--- config.mk ---
export PLATFORM = sky130hd
export DESIGN_NAME = dual_pump_valve_sequencer
export DESIGN_NICKNAME = d
export VERILOG_FILES = /design/src/design/dpvs_pkg.sv /design/src/design/dpvs_ctrl.sv /design/src/design/dpvs_datapath.sv /design/src/design/dual_pump_valve_sequencer.sv
export SDC_FILE = /design/constraint.sdc
export NUM_CORES = 1
export LEC_CHECK = 0
export BUFFER_PORTS_ARGS = -buffer_cell sky130_fd_sc_hd__buf_2
export CAP_MARGIN = 5
export CELL_PAD_IN_SITES_DETAIL_PLACEMENT = 1
export CELL_PAD_IN_SITES_GLOBAL_PLACEMENT = 1
export CORE_ASPECT_RATIO = 2
export CORE_MARGIN = 2
export CORE_UTILIZATION = 40
export CTS_CLUSTER_DIAMETER = 150
export DETAILED_ROUTE_END_ITERATION = 10
export GPL_TIMING_DRIVEN = 0
export PLACE_DENSITY_LB_ADDON = 0.1
export SETUP_SLACK_MARGIN = 0.02
export SYNTH_ARGS = -nofsm -noshare
export SYNTH_HDL_FRONTEND = slang
export SYNTH_SLANG_ARGS = --single-unit
--- constraint.sdc ---
create_clock -name clk -period 7.3 [get_ports clk]
set_clock_uncertainty 0.05 [all_clocks]
set_input_delay 0.365 -clock clk [delete_from_list [all_inputs] [get_ports clk]]
set_output_delay 0.365 -clock clk [all_outputs]
set_load 0.02 [all_outputs]
--- src/design/dpvs_pkg.sv ---
// ----------------------------------------------------------------------------
// dpvs_pkg
// Shared types, constants and the valve pattern table of the dual pump
// valve sequencer.
// ----------------------------------------------------------------------------
package dpvs_pkg;

	localparam int unsigned TICK_W     = 16;
	localparam int unsigned HOLD_CNT_W = 12;
	localparam int unsigned VALVE_W    = 9;
	localparam int unsigned STEP_W     = 3;
	localparam int unsigned RATE_W     = 16;
	localparam int unsigned CFG_IDX_W  = 2;
	localparam int unsigned CFG_DATA_W = 16;

	// Rate division: floor((300000 + 2*T) / (5*T)), 19-bit operands.
	localparam int unsigned DIV_W      = 19;
	localparam int unsigned DIV_STEPS  = DIV_W;
	localparam int unsigned DIV_CNT_W  = $clog2(DIV_STEPS);
	localparam logic [DIV_W-1:0] RATE_NUM_BASE = DIV_W'(300000);

	// Configuration register indexes.
	localparam logic [CFG_IDX_W-1:0] CFG_BEAT_PERIOD = 2'd0;
	localparam logic [CFG_IDX_W-1:0] CFG_EJECT_TICKS = 2'd1;
	localparam logic [CFG_IDX_W-1:0] CFG_DELAY_TICKS = 2'd2;

	localparam logic [TICK_W-1:0]     BEAT_PERIOD_RST = 16'd1000;
	localparam logic [HOLD_CNT_W-1:0] EJECT_TICKS_RST = 12'd15;
	localparam logic [HOLD_CNT_W-1:0] DELAY_TICKS_RST = 12'd10;

	// Step codes.
	localparam logic [STEP_W-1:0] STEP_IDLE  = 3'd0;
	localparam logic [STEP_W-1:0] STEP_FILL  = 3'd1;
	localparam logic [STEP_W-1:0] STEP_EJECT = 3'd2;
	localparam logic [STEP_W-1:0] STEP_DELAY = 3'd3;
	localparam logic [STEP_W-1:0] STEP_SAC1  = 3'd4;
	localparam logic [STEP_W-1:0] STEP_SAC2  = 3'd5;
	localparam logic [STEP_W-1:0] STEP_FLUSH = 3'd6;
	localparam logic [STEP_W-1:0] STEP_LAST  = 3'd7;

	localparam logic [HOLD_CNT_W-1:0] SHORT_STEP_LIMIT = 12'd5;
	localparam logic [HOLD_CNT_W-1:0] FLUSH_STEP_LIMIT = 12'd15;

	typedef enum logic [1:0] {
		ST_IDLE,
		ST_DIV,
		ST_EMIT
	} state_t;

	typedef struct packed {
		logic accept;
		logic div_step;
		logic load_out;
	} dpvs_cmd_t;

	typedef struct packed {
		logic period_end;
	} dpvs_status_t;

	typedef struct packed {
		logic [STEP_W-1:0]     phase;
		logic [HOLD_CNT_W-1:0] count;
		logic [VALVE_W-1:0]    pattern;
	} pump_t;

	function automatic logic [VALVE_W-1:0] step_pattern(input logic [STEP_W-1:0] step);
		logic [VALVE_W-1:0] pat;
		case (step)
			STEP_FILL:  pat = 9'h00B;
			STEP_EJECT: pat = 9'h1FB;
			STEP_DELAY: pat = 9'h1CB;
			STEP_SAC1:  pat = 9'h1C2;
			STEP_SAC2:  pat = 9'h1C6;
			STEP_FLUSH: pat = 9'h006;
			default:    pat = 9'h000;
		endcase
		return pat;
	endfunction

endpackage

--- src/design/dpvs_ctrl.sv ---
// ----------------------------------------------------------------------------
// dpvs_ctrl
// Sequencing state machine: takes one tick, runs the serial rate divider
// when a beat period ends, and hands the result to the output register.
// ----------------------------------------------------------------------------
module dpvs_ctrl (
	input  logic                  clk,
	input  logic                  arst_n,
	input  logic                  in_valid,
	output logic                  in_ready,
	output logic                  out_valid,
	input  logic                  out_ready,
	input  dpvs_pkg::dpvs_status_t status,
	output dpvs_pkg::dpvs_cmd_t   cmd
);

	dpvs_pkg::state_t state_q, state_d;
	logic [dpvs_pkg::DIV_CNT_W-1:0] div_cnt_q, div_cnt_d;
	logic out_valid_q, out_valid_d;

	always_ff @(posedge clk or negedge arst_n) begin
		if (!arst_n) begin
			state_q     <= dpvs_pkg::ST_IDLE;
			div_cnt_q   <= '0;
			out_valid_q <= 1'b0;
		end else begin
			state_q     <= state_d;
			div_cnt_q   <= div_cnt_d;
			out_valid_q <= out_valid_d;
		end
	end

	always_comb begin
		state_d     = state_q;
		div_cnt_d   = div_cnt_q;
		out_valid_d = out_valid_q;
		cmd         = '0;
		in_ready    = 1'b0;

		if (out_valid_q && out_ready)
			out_valid_d = 1'b0;

		case (state_q)
			dpvs_pkg::ST_IDLE: begin
				in_ready = 1'b1;
				if (in_valid) begin
					cmd.accept = 1'b1;
					div_cnt_d  = '0;
					state_d    = status.period_end ? dpvs_pkg::ST_DIV : dpvs_pkg::ST_EMIT;
				end
			end
			dpvs_pkg::ST_DIV: begin
				cmd.div_step = 1'b1;
				div_cnt_d    = div_cnt_q + 1'b1;
				if (div_cnt_q == dpvs_pkg::DIV_CNT_W'(dpvs_pkg::DIV_STEPS - 1))
					state_d = dpvs_pkg::ST_EMIT;
			end
			dpvs_pkg::ST_EMIT: begin
				// The output register is free, or its transaction completes now.
				if (!out_valid_q || out_ready) begin
					cmd.load_out = 1'b1;
					out_valid_d  = 1'b1;
					state_d      = dpvs_pkg::ST_IDLE;
				end
			end
			default: state_d = dpvs_pkg::ST_IDLE;
		endcase
	end

	assign out_valid = out_valid_q;

endmodule

--- src/design/dpvs_datapath.sv ---
// ----------------------------------------------------------------------------
// dpvs_datapath
// Beat counter, the two pump step sequences, configuration registers,
// the restoring rate divider and the output register.
// ----------------------------------------------------------------------------
module dpvs_datapath (
	input  logic                                  clk,
	input  logic                                  arst_n,
	input  dpvs_pkg::dpvs_cmd_t                   cmd,
	output dpvs_pkg::dpvs_status_t                status,
	input  logic                                  cfg_we,
	input  logic [dpvs_pkg::CFG_IDX_W-1:0]        cfg_index,
	input  logic [dpvs_pkg::CFG_DATA_W-1:0]       cfg_data,
	input  logic                                  hold,
	output logic [dpvs_pkg::VALVE_W-1:0]          pump1_valves,
	output logic [dpvs_pkg::VALVE_W-1:0]          pump2_valves,
	output logic [dpvs_pkg::STEP_W-1:0]           pump1_step,
	output logic [dpvs_pkg::STEP_W-1:0]           pump2_step,
	output logic                                  rate_valid,
	output logic [dpvs_pkg::RATE_W-1:0]           measured_rate
);

	localparam int unsigned DW = dpvs_pkg::DIV_W;

	logic [dpvs_pkg::TICK_W-1:0]     beat_period_q;
	logic [dpvs_pkg::HOLD_CNT_W-1:0] eject_ticks_q;
	logic [dpvs_pkg::HOLD_CNT_W-1:0] delay_ticks_q;

	logic [dpvs_pkg::TICK_W-1:0] beat_tick_q;
	dpvs_pkg::pump_t             pump1_q, pump2_q;
	logic [dpvs_pkg::RATE_W-1:0] last_rate_q;
	logic                        end_flag_q;

	logic [DW-1:0] num_q, den_q, quo_q;
	logic [DW:0]   rem_q;

	logic [dpvs_pkg::TICK_W-1:0] tick_nx;
	logic start1, start2, end_now;
	dpvs_pkg::pump_t pump1_nx, pump2_nx;
	logic [DW:0] rem_sh;
	logic        rem_ge;

	function automatic dpvs_pkg::pump_t pump_next(
		input dpvs_pkg::pump_t                   cur,
		input logic                              start,
		input logic [dpvs_pkg::HOLD_CNT_W-1:0]   eject,
		input logic [dpvs_pkg::HOLD_CNT_W-1:0]   delay
	);
		dpvs_pkg::pump_t                 nx;
		logic [dpvs_pkg::STEP_W-1:0]     p;
		logic [dpvs_pkg::HOLD_CNT_W-1:0] lim;
		nx       = cur;
		p        = start ? dpvs_pkg::STEP_FILL : cur.phase;
		nx.phase = p;
		case (p)
			dpvs_pkg::STEP_EJECT: lim = eject;
			dpvs_pkg::STEP_DELAY: lim = delay;
			dpvs_pkg::STEP_FLUSH: lim = dpvs_pkg::FLUSH_STEP_LIMIT;
			default:              lim = dpvs_pkg::SHORT_STEP_LIMIT;
		endcase
		if (p != dpvs_pkg::STEP_IDLE) begin
			nx.pattern = dpvs_pkg::step_pattern(p);
			if (p == dpvs_pkg::STEP_LAST) begin
				nx.count = '0;
				nx.phase = dpvs_pkg::STEP_IDLE;
			end else if (cur.count >= lim) begin
				nx.count = '0;
				nx.phase = p + 1'b1;
			end else begin
				nx.count = cur.count + 1'b1;
			end
		end
		return nx;
	endfunction

	// The counter saturates instead of wrapping.
	assign tick_nx = (&beat_tick_q) ? beat_tick_q : beat_tick_q + 1'b1;
	assign start1  = !hold && (tick_nx == dpvs_pkg::TICK_W'(1));
	assign start2  = !hold && (tick_nx == {1'b0, beat_period_q[dpvs_pkg::TICK_W-1:1]});
	assign end_now = !hold && (tick_nx >= beat_period_q);

	assign pump1_nx = pump_next(pump1_q, start1, eject_ticks_q, delay_ticks_q);
	assign pump2_nx = pump_next(pump2_q, start2, eject_ticks_q, delay_ticks_q);

	assign status.period_end = end_now;

	assign rem_sh = {rem_q[DW-1:0], num_q[DW-1]};
	assign rem_ge = rem_sh >= {1'b0, den_q};

	always_ff @(posedge clk or negedge arst_n) begin
		if (!arst_n) begin
			beat_period_q <= dpvs_pkg::BEAT_PERIOD_RST;
			eject_ticks_q <= dpvs_pkg::EJECT_TICKS_RST;
			delay_ticks_q <= dpvs_pkg::DELAY_TICKS_RST;
		end else if (cfg_we) begin
			case (cfg_index)
				dpvs_pkg::CFG_BEAT_PERIOD: beat_period_q <= cfg_data;
				dpvs_pkg::CFG_EJECT_TICKS:
					eject_ticks_q <= cfg_data[dpvs_pkg::HOLD_CNT_W-1:0];
				dpvs_pkg::CFG_DELAY_TICKS:
					delay_ticks_q <= cfg_data[dpvs_pkg::HOLD_CNT_W-1:0];
				default: ;
			endcase
		end
	end

	always_ff @(posedge clk or negedge arst_n) begin
		if (!arst_n) begin
			beat_tick_q <= '0;
			pump1_q     <= '0;
			pump2_q     <= '0;
			last_rate_q <= '0;
			end_flag_q  <= 1'b0;
		end else begin
			if (cmd.accept) begin
				beat_tick_q <= end_now ? '0 : tick_nx;
				end_flag_q  <= end_now;
				if (!hold) begin
					pump1_q <= pump1_nx;
					pump2_q <= pump2_nx;
				end
			end
			if (cmd.load_out && end_flag_q)
				last_rate_q <= quo_q[dpvs_pkg::RATE_W-1:0];
		end
	end

	// Restoring division, one quotient bit per step.
	always_ff @(posedge clk) begin
		if (cmd.accept) begin
			num_q <= dpvs_pkg::RATE_NUM_BASE + {2'b00, tick_nx, 1'b0};
			den_q <= {1'b0, tick_nx, 2'b00} + {3'b000, tick_nx};
			rem_q <= '0;
			quo_q <= '0;
		end else if (cmd.div_step) begin
			num_q <= {num_q[DW-2:0], 1'b0};
			rem_q <= rem_ge ? rem_sh - {1'b0, den_q} : rem_sh;
			quo_q <= {quo_q[DW-2:0], rem_ge};
		end
	end

	always_ff @(posedge clk) begin
		if (cmd.load_out) begin
			pump1_valves  <= pump1_q.pattern;
			pump2_valves  <= pump2_q.pattern;
			pump1_step    <= pump1_q.phase;
			pump2_step    <= pump2_q.phase;
			rate_valid    <= end_flag_q;
			measured_rate <= end_flag_q ? quo_q[dpvs_pkg::RATE_W-1:0] : last_rate_q;
		end
	end

endmodule

--- src/design/dual_pump_valve_sequencer.sv ---
// ----------------------------------------------------------------------------
// dual_pump_valve_sequencer
// Two-pump valve step sequencer driven by scan ticks, with beat rate report.
// ----------------------------------------------------------------------------
// Usage:
// Each input transaction (in_valid/in_ready, field hold) is one scan tick.
// Each tick produces exactly one output transaction (out_valid/out_ready)
// carrying both valve patterns, both step numbers, rate_valid and
// measured_rate.
// A tick that does not end a beat period passes from the idle state to the
// emit state, where it is loaded into the output register once that is free,
// and the sequencer then returns to idle for the next tick. A tick that ends a
// period runs the serial rate divider in the divide state, one quotient bit
// per cycle for 19 quotient bits, before it goes on to the emit state.
// One tick is in flight at a time; the output register lets the next tick
// be accepted while the previous result still waits for out_ready.
// If the receiver stalls, the finished result waits in the sequencer and
// in_ready stays low until the output register frees up.
// The configuration channel (cfg_valid/cfg_ready, cfg_index, cfg_data) is
// always ready and should be written only while no tick is in flight.
// Reset clears the beat counter, both sequences and the reported rate and
// loads the default period, eject and delay settings.
// ----------------------------------------------------------------------------
module dual_pump_valve_sequencer (
	input  logic                                  clk,
	input  logic                                  arst_n,
	input  logic                                  in_valid,
	output logic                                  in_ready,
	input  logic                                  hold,
	output logic                                  out_valid,
	input  logic                                  out_ready,
	output logic [dpvs_pkg::VALVE_W-1:0]          pump1_valves,
	output logic [dpvs_pkg::VALVE_W-1:0]          pump2_valves,
	output logic [dpvs_pkg::STEP_W-1:0]           pump1_step,
	output logic [dpvs_pkg::STEP_W-1:0]           pump2_step,
	output logic                                  rate_valid,
	output logic [dpvs_pkg::RATE_W-1:0]           measured_rate,
	input  logic                                  cfg_valid,
	output logic                                  cfg_ready,
	input  logic [dpvs_pkg::CFG_IDX_W-1:0]        cfg_index,
	input  logic [dpvs_pkg::CFG_DATA_W-1:0]       cfg_data
);

	dpvs_pkg::dpvs_cmd_t    cmd;
	dpvs_pkg::dpvs_status_t status;

	assign cfg_ready = 1'b1;

	dpvs_ctrl u_ctrl (
		.clk       (clk),
		.arst_n    (arst_n),
		.in_valid  (in_valid),
		.in_ready  (in_ready),
		.out_valid (out_valid),
		.out_ready (out_ready),
		.status    (status),
		.cmd       (cmd)
	);

	dpvs_datapath u_datapath (
		.clk           (clk),
		.arst_n        (arst_n),
		.cmd           (cmd),
		.status        (status),
		.cfg_we        (cfg_valid && cfg_ready),
		.cfg_index     (cfg_index),
		.cfg_data      (cfg_data),
		.hold          (hold),
		.pump1_valves  (pump1_valves),
		.pump2_valves  (pump2_valves),
		.pump1_step    (pump1_step),
		.pump2_step    (pump2_step),
		.rate_valid    (rate_valid),
		.measured_rate (measured_rate)
	);

`ifndef SYNTHESIS
	// Only one tick is in flight: an accepted tick blocks the next one.
	a_one_in_flight: assert property (@(posedge clk) disable iff (!arst_n)
		(in_valid && in_ready) |=> !in_ready)
		else $error("tick accepted while another tick is in flight");

	// A reported rate is always within one to 60000 beats per minute.
	a_rate_range: assert property (@(posedge clk) disable iff (!arst_n)
		(out_valid && rate_valid) |->
		(measured_rate != 16'd0 && measured_rate <= 16'd60000))
		else $error("reported rate out of range");

	// An idle pump only follows reset or the final step, so all its valves are off; checked for pump one.
	a_idle_valves_off: assert property (@(posedge clk) disable iff (!arst_n)
		(out_valid && pump1_step == dpvs_pkg::STEP_IDLE) |-> (pump1_valves == '0))
		else $error("idle pump one has valves open");
`endif

endmodule
* Yosys cells after proc, flatten, opt, wreduce, memory -nomap -nowiden
Cells that the tools add are included.
** Storage, ports and cells
- Input port bits :: 24
- Bits in registers :: 243
** Operators by class
- Magnitude comparators :: 4
- Multiplexer cells :: 36
- Reductions and logical operators :: 23
- Bitwise operators :: 1
- Eq/ne operators :: 24
- $add $sub $neg :: 9
** Operator list (number)
- $pmux W9 S6 :: 2
- $pmux W12 S3 :: 2
- $mux W19 :: 3
- $mux W16 :: 3
- $mux W24 :: 2
- $mux W15 :: 2
- $add A12 B1 Y12 const B :: 2
- $eq A3 B3 Y1 const B :: 8
- $ge A12 B12 Y1 :: 2
- $mux W12 :: 2
- $ge A20 B19 Y1 :: 1
- $add A18 B16 Y19 :: 1
- $add A19 B17 Y19 const A :: 1
- $sub A19 B19 Y19 :: 1
- $add A16 B1 Y16 const B :: 1
- $eq A16 B1 Y1 const B :: 1
- $eq A16 B15 Y1 :: 1
- $ge A16 B16 Y1 :: 1
- $reduce_and A16 Y1 :: 1
- $eq A3 B2 Y1 const B :: 4
- $mux W3 :: 4
- $pmux W5 S2 :: 1
- $reduce_and A2 Y1 :: 5
- $mux W1 :: 9
- other kinds (19) :: 37

* Depth between registers and ports, before layout
- Depth after elaboration :: 11
- Mapped depth :: 31
- Depth with buffers taken out :: 27

* Hierarchy
Synthesis repeated with hierarchy kept, for this count alone.
** Unflattened totals
- Cell total of the unflattened synthesis :: 1384
- Area total of the unflattened synthesis :: 13548.0 um^2
** By module, submodules not included
- dpvs_datapath :: area an instance 13108.8 um^2, cells each 1339, times used 1
- dpvs_ctrl :: area an instance 427.9 um^2, cells each 43, times used 1
- dual_pump_valve_sequencer :: area an instance 11.3 um^2, cells each 2, times used 1

* Worst setup path after synthesis
Ideal clock, no wire load.
- Path kind :: reg2reg
- Start :: reg u_datapath.beat_tick_q[12] (netlist bit)
- End :: reg u_datapath.pump1_q[17] (netlist bit)
- Path slack :: 1.227 ns
- Period minus slack after synthesis :: 6.073 ns
- Arrival :: 5.928 ns
- Cell stages (with the launch flop) :: 28
- Cell sequence :: dfrtp_1 buf_2 nand4_1 nor4_4 buf_2 nor2_1 xor2_1 inv_1 ha_1 nand4_1 or4_1 or4_1 buf_2 nor2b_1 inv_1 ha_1 ha_1 clkbuf_1 clkbuf_1 a22oi_1 ha_1 a21o_1 a211o_1 o221ai_1 a21oi_1 nor2_1 nand2_1 o31ai_1
** Between the ends
- Word-level cells in the longest chain between the ends :: 10
- Elaborated cells on any way between the ends :: 16
** RTL lines
- from (decl) :: line dpvs_datapath.sv:29 : logic [dpvs_pkg::TICK_W-1:0] beat_tick_q;
- from (signal assigned) :: line dpvs_datapath.sv:116 : beat_tick_q <= end_now ? '0 : tick_nx;
- $add A16 B1 Y16 or $reduce_and A16 Y1 (tied branches) :: line dpvs_datapath.sv:77 : assign tick_nx = (&beat_tick_q) ? beat_tick_q : beat_tick_q + 1'b1;
- $mux W16 * :: line dpvs_datapath.sv:77
- $eq A16 B1 Y1 * :: line dpvs_datapath.sv:78 : assign start1 = !hold && (tick_nx == dpvs_pkg::TICK_W'(1));
- $logic_and A1 B1 Y1 * :: line dpvs_datapath.sv:78
- $mux W3 * :: line dpvs_datapath.sv:53 : p = start ? dpvs_pkg::STEP_FILL : cur.phase;
- $eq A3 B3 Y1 or $eq A3 B2 Y1 (tied branches) :: line dpvs_datapath.sv:55 : case (p)
- $pmux W12 S3 :: line dpvs_datapath.sv:55
- $ge A12 B12 Y1 :: line dpvs_datapath.sv:66 : end else if (cur.count >= lim) begin
- $mux W12 :: line dpvs_datapath.sv:66
- $mux W15 :: line dpvs_datapath.sv:63 : if (p == dpvs_pkg::STEP_LAST) begin
- to (signal assigned) :: line dpvs_datapath.sv:119 : pump1_q <= pump1_nx;
- to (decl) :: line dpvs_datapath.sv:30 : dpvs_pkg::pump_t pump1_q, pump2_q;
Mark *: on every way between the ends. The rest lies on a longest branch, timed or not.
A chain may end at the register's enable or synchronous reset.

* Worst setup path after layout
- Start :: reg u_datapath.beat_tick_q[1] (netlist bit)
- End :: reg u_datapath.pump1_q[21] (netlist bit)
** Between the ends
- Word-level cells in the longest chain between the ends :: 11
- Elaborated cells on any way between the ends :: 17
** RTL lines
- $add A16 B1 Y16 or $reduce_and A16 Y1 (tied branches) :: line dpvs_datapath.sv:77
- $mux W16 * :: line dpvs_datapath.sv:77
- $eq A16 B1 Y1 * :: line dpvs_datapath.sv:78
- $logic_and A1 B1 Y1 * :: line dpvs_datapath.sv:78
- $mux W3 * :: line dpvs_datapath.sv:53
- $eq A3 B3 Y1 or $eq A3 B2 Y1 (tied branches) :: line dpvs_datapath.sv:55
- $pmux W12 S3 :: line dpvs_datapath.sv:55
- $ge A12 B12 Y1 :: line dpvs_datapath.sv:66
- $mux W3 :: line dpvs_datapath.sv:66
- $mux W15 :: line dpvs_datapath.sv:63
- $mux W24 * :: line dpvs_datapath.sv:61 : if (p != dpvs_pkg::STEP_IDLE) begin
Marks and branches as above.

==> impl_metrics.csv <==
group,metric,value,unit
cts,cts_max_level,1,
global_route,antenna_found_initial,1,
setup_path,critPathMaxStageDelay,0.53,ns
placement,dp_slack,-0.975,ns
synth,ys_async_sr_fraction,53.5,%
timing,layout_setup_ws,0.397,ns
hold_path,holdCritPathClass,"in -> reg",
timing,setup_viol,0,
setup_path,worstSetupStartpoint,"u_datapath.beat_tick_q[1]$_DFFE_PN0P_",
setup_path,cp-end-kind,"register",
timing,rsz0062_at_grt,"false",
power_and_ir_drop,vdd_drop_max,0.236,mV
floorplanning,core_area,32900,um2
setup_path,crit_path_top_delay_cell,"or4_1",
synth,ys_seq_elements,226,
global_route,grt_usage,24.1,%
cts,clk_pin_slew,0.07,ns
timing,fin_crit_sh,94.6,%
finish,layout.nets,1607,
cts,clkLatencyLatePin,0.54,ns
synth,synth_top_area_share,20.4,%
setup_path,worst-setup-path-type,"reg -> reg",
power_and_ir_drop,leakage,6.43,nW
hold_path,whs_path_depth,3,
setup_path,worst_ep_required_time,7.73,ns
finish,drive_above_1_share,17.0,%
finish,syn2layout_area_growth,13.8,%
finish,final_common_cell,"nand2_1",
timing,slew_headroom,17.2,%
cts,cts-root-buf,"clkbuf_16",
finish,diodes,0,
timing,period_minus_slack,6.90,ns
synth,synthesis.nets,1508,
hold_path,hp-start,"cfg_data[15]",
timing,tightestPinTransition,1.23,ns
setup_path,worstSetupStartpointType,"register",
synth,synth_ff_type,"dfrtp_1",
cts,numCtsBuffers,23,
setup_path,reg2reg_to,"u_datapath.pump1_q[21]$_DFFE_PN0P_",
setup_path,cp_data_arrival_time,7.33,ns
cts,cts_sinks,226,
global_route,grt_max_degree,76,
power_and_ir_drop,powerDensity,303,nW/um2
floorplanning,die_h,263,um
synth,yosysWarnings,0,
synth,seq_area_frac_synth,43.6,%
synth,syn_avg_cell_area,9.60,um2
setup_path,cp_max_fo,10,
timing,drv_slew,0,
floorplanning,die-width,133,um
timing,final_hold_viol_count,0,
routing,first_pass_iters,5,
synth,synth_top_area_cell,"dfrtp_1",
floorplanning,io_pins,68,
hold_path,min_to,"u_datapath.beat_period_q[15]$_DFFE_PN0P_",
routing,wl_met1,14200,um
synth,synth_edf_count,70,
placement,gp_congestion,0.891,
setup_path,crit_family,"simple AND/OR/NAND/NOR gates",
global_route,gr-total-overflow,0,
outcome,status,"completed",
power_and_ir_drop,report.power.total,0.00461,W
synth,ys_types,85,
synth,synth.area.top_cells,"dfrtp_1 20%, edfxtp_1 16%, ha_1 8.0%",
routing,wl_met2,24500,um
job,maxCapViolCount,0,
cts,cts_buffer_depth,3,
finish,final_cell_mix,"164 x nand2_1, 125 x o21ai_0, 109 x dfrtp_1, 83 x ha_1, 75 x buf_2",
placement,port_buffers,66,
synth,syn_inst,1396,
routing,drc,0,
routing,postRouteAntennaNets,0,
cts,cts_tree,"built",
routing,top_layer,"met4",
floorplanning,initial_core_util,40.7,%
routing,met3_wirelength,987,um
setup_path,crit_buf_inv,5,
global_route,grt_pass1_wl,66300,um
setup_path,r2r_start,"u_datapath.beat_tick_q[1]$_DFFE_PN0P_",
routing,via_per_inst,5.68,
floorplanning,dieArea,35100,um2
placement,hpwl,32400,um
global_route,first_global_vias,12056,
routing,via_count,11049,
synth,syn_area,13400,um2
routing,drt_iter0_drc,337,
routing,wire_per_inst,21.5,um
floorplanning,core.rowCount,94,
timing,max_freq,0.145,GHz
routing,totalWireLength,41700,um
setup_path,worstRegToRegCells,27,
setup_path,r2r_slack,0.40,ns
-- report_power, final --
part / internal (W) / switching, W / leakage, nW
Combinational: 0.000625 / 0.00108 / 3.56
Clock: 0.000622 / 0.000543 / 0.353
Sequential: 0.00158 / 0.000163 / 2.51
Total: 0.00283 / 0.00179 / 6.43
-- timing repair --
item,in CTS,in global routing
setup endpoints to repair,30,30
hold buffers,3,0
pin swaps,2,4
hold endpoints to repair,48,0
resized for setup,15,14
buffers inserted,4,3
-- worst register-to-register path, cell delays in order (launching register included) --
cell      delay [ns]
dfrtp_1         0.47
ha_2            0.31
nand4_1         0.22
nor4_4          0.34
buf_6           0.23
nor2_1          0.10
xor2_2          0.22
inv_1           0.16
ha_1            0.17
nand4_1         0.28
or4_1           0.53
or4_1           0.44
buf_2           0.20
nor2b_1         0.18
inv_1           0.09
ha_2            0.26
ha_4            0.20
clkbuf_4        0.23
a22oi_1         0.15
ha_1            0.35
o211a_1         0.17
nand3_1         0.07
o21ai_0         0.20
o221ai_1        0.20
a21oi_4         0.29
o21ai_0         0.14
a221oi_1        0.38
o22a_1          0.18
-- logic make-up after synthesis --
family	count (synthesis)	share of synthesized area [%]
AND/OR/NAND/NOR	427	15.5
adder cells (fa/ha/maj)	89	8.40
other	1	0.0280
XOR/XNOR	52	3.40
AO/OA/AOI/OAI	370	17.9
flip-flops	226	43.6
buffers and inverters	155	4.87
multiplexers	76	6.23
-- how the worst max path moves through the flow --
| stage | to | depth (start not counted) |
|---|---|---|
| floorplan | u_datapath.pump1_q[17]$_DFFE_PN0P_ | 27 |
| global placement | u_datapath.pump1_q[23]$_DFFE_PN0P_ | 28 |
| detailed placement | u_datapath.pump1_q[23]$_DFFE_PN0P_ | 28 |
| CTS | u_datapath.pump1_q[18]$_DFFE_PN0P_ | 27 |
| global route | u_datapath.pump1_q[21]$_DFFE_PN0P_ | 27 |
| finish | u_datapath.pump1_q[21]$_DFFE_PN0P_ | 27 |
-- state kept, by name, summed over array words and instances, names as in the netlist, 5 cells and up --
name and count:
u_datapath.rem_q 19, u_datapath.pump1_q 20, u_ctrl.div_cnt_q 5, u_datapath.quo_q 16, u_datapath.pump2_valves 5, u_datapath.beat_tick_q 16
u_datapath.den_q 19, u_datapath.beat_period_q 16, u_datapath.last_rate_q 16, u_datapath.pump2_q 20, u_datapath.eject_ticks_q 12, u_datapath.delay_ticks_q 12
u_datapath.pump1_valves 5, u_datapath.num_q 18, u_datapath.measured_rate 16
-- per-stage QoR --
step / instance area [um2] / utilization (%) / setup TNS (ns) / hold WS (ns) / std cells
2_1_floorplan: 13400 / - / 0 / 0.0194 / 1396
3_3_place_gp: 14300 / 43.3 / -16.21 / 0.378 / 1894
3_5_place_dp: 14300 / 43.5 / -18.98 / 0.299 / 1896
4_1_cts: 15200 / 46.1 / 0 / 0.00354 / 1944
5_1_grt: 15200 / 46.3 / 0 / 0.0279 / 1944
6_report: 15200 / 46.3 / 0 / 0.0126 / 1944
-- synthesized netlist by cell type (5+ instances only) --
master,number
a21oi_1,48
edfxtp_1,70
a21o_1,17
a211oi_1,7
mux2i_1,17
nand3_1,39
inv_2,5
o21ai_1,20
a211o_1,5
and3_1,10
o21ai_0,125
a22oi_1,24
o21a_1,6
a31oi_1,14
nor3b_1,7
nand4_1,13
nor2b_1,17
nand2_1,165
or3_1,10
o211ai_1,6
dfxtp_1,35
nor3_1,22
buf_4,13
o22ai_1,10
o2bb2ai_1,7
mux2_2,58
buf_2,11
ha_1,86
xor2_1,15
a22o_1,8
dfstp_2,12
inv_1,73
o31ai_1,18
xnor2_1,37
dfrtp_1,109
clkbuf_1,46
and2_1,10
o21bai_1,6
nand2b_1,20
nor4_1,9
nor2_1,76
-- routing by layer --
metal / vias up / GRT usage, %
li1: 5222 / -
met1: 5580 / 22.7
met2: 168 / 49.8
met3: 79 / 2.43
met4: 0 / 11.0
met5: - / 0
-- area by class of cell --
cell class                      instances  area [um2]
Buffer                                 71         354
Clock buffer                           31         636
Clock inverter                         11        80.1
Fill cell                            3794       17700
Inverter                               80         300
Multi-Input combinational cell       1015        7010
Sequential cell                       226        5850
Tap cell                              432         541
Timing Repair Buffer                   78         474
Power figures use the tool's default switching activity.
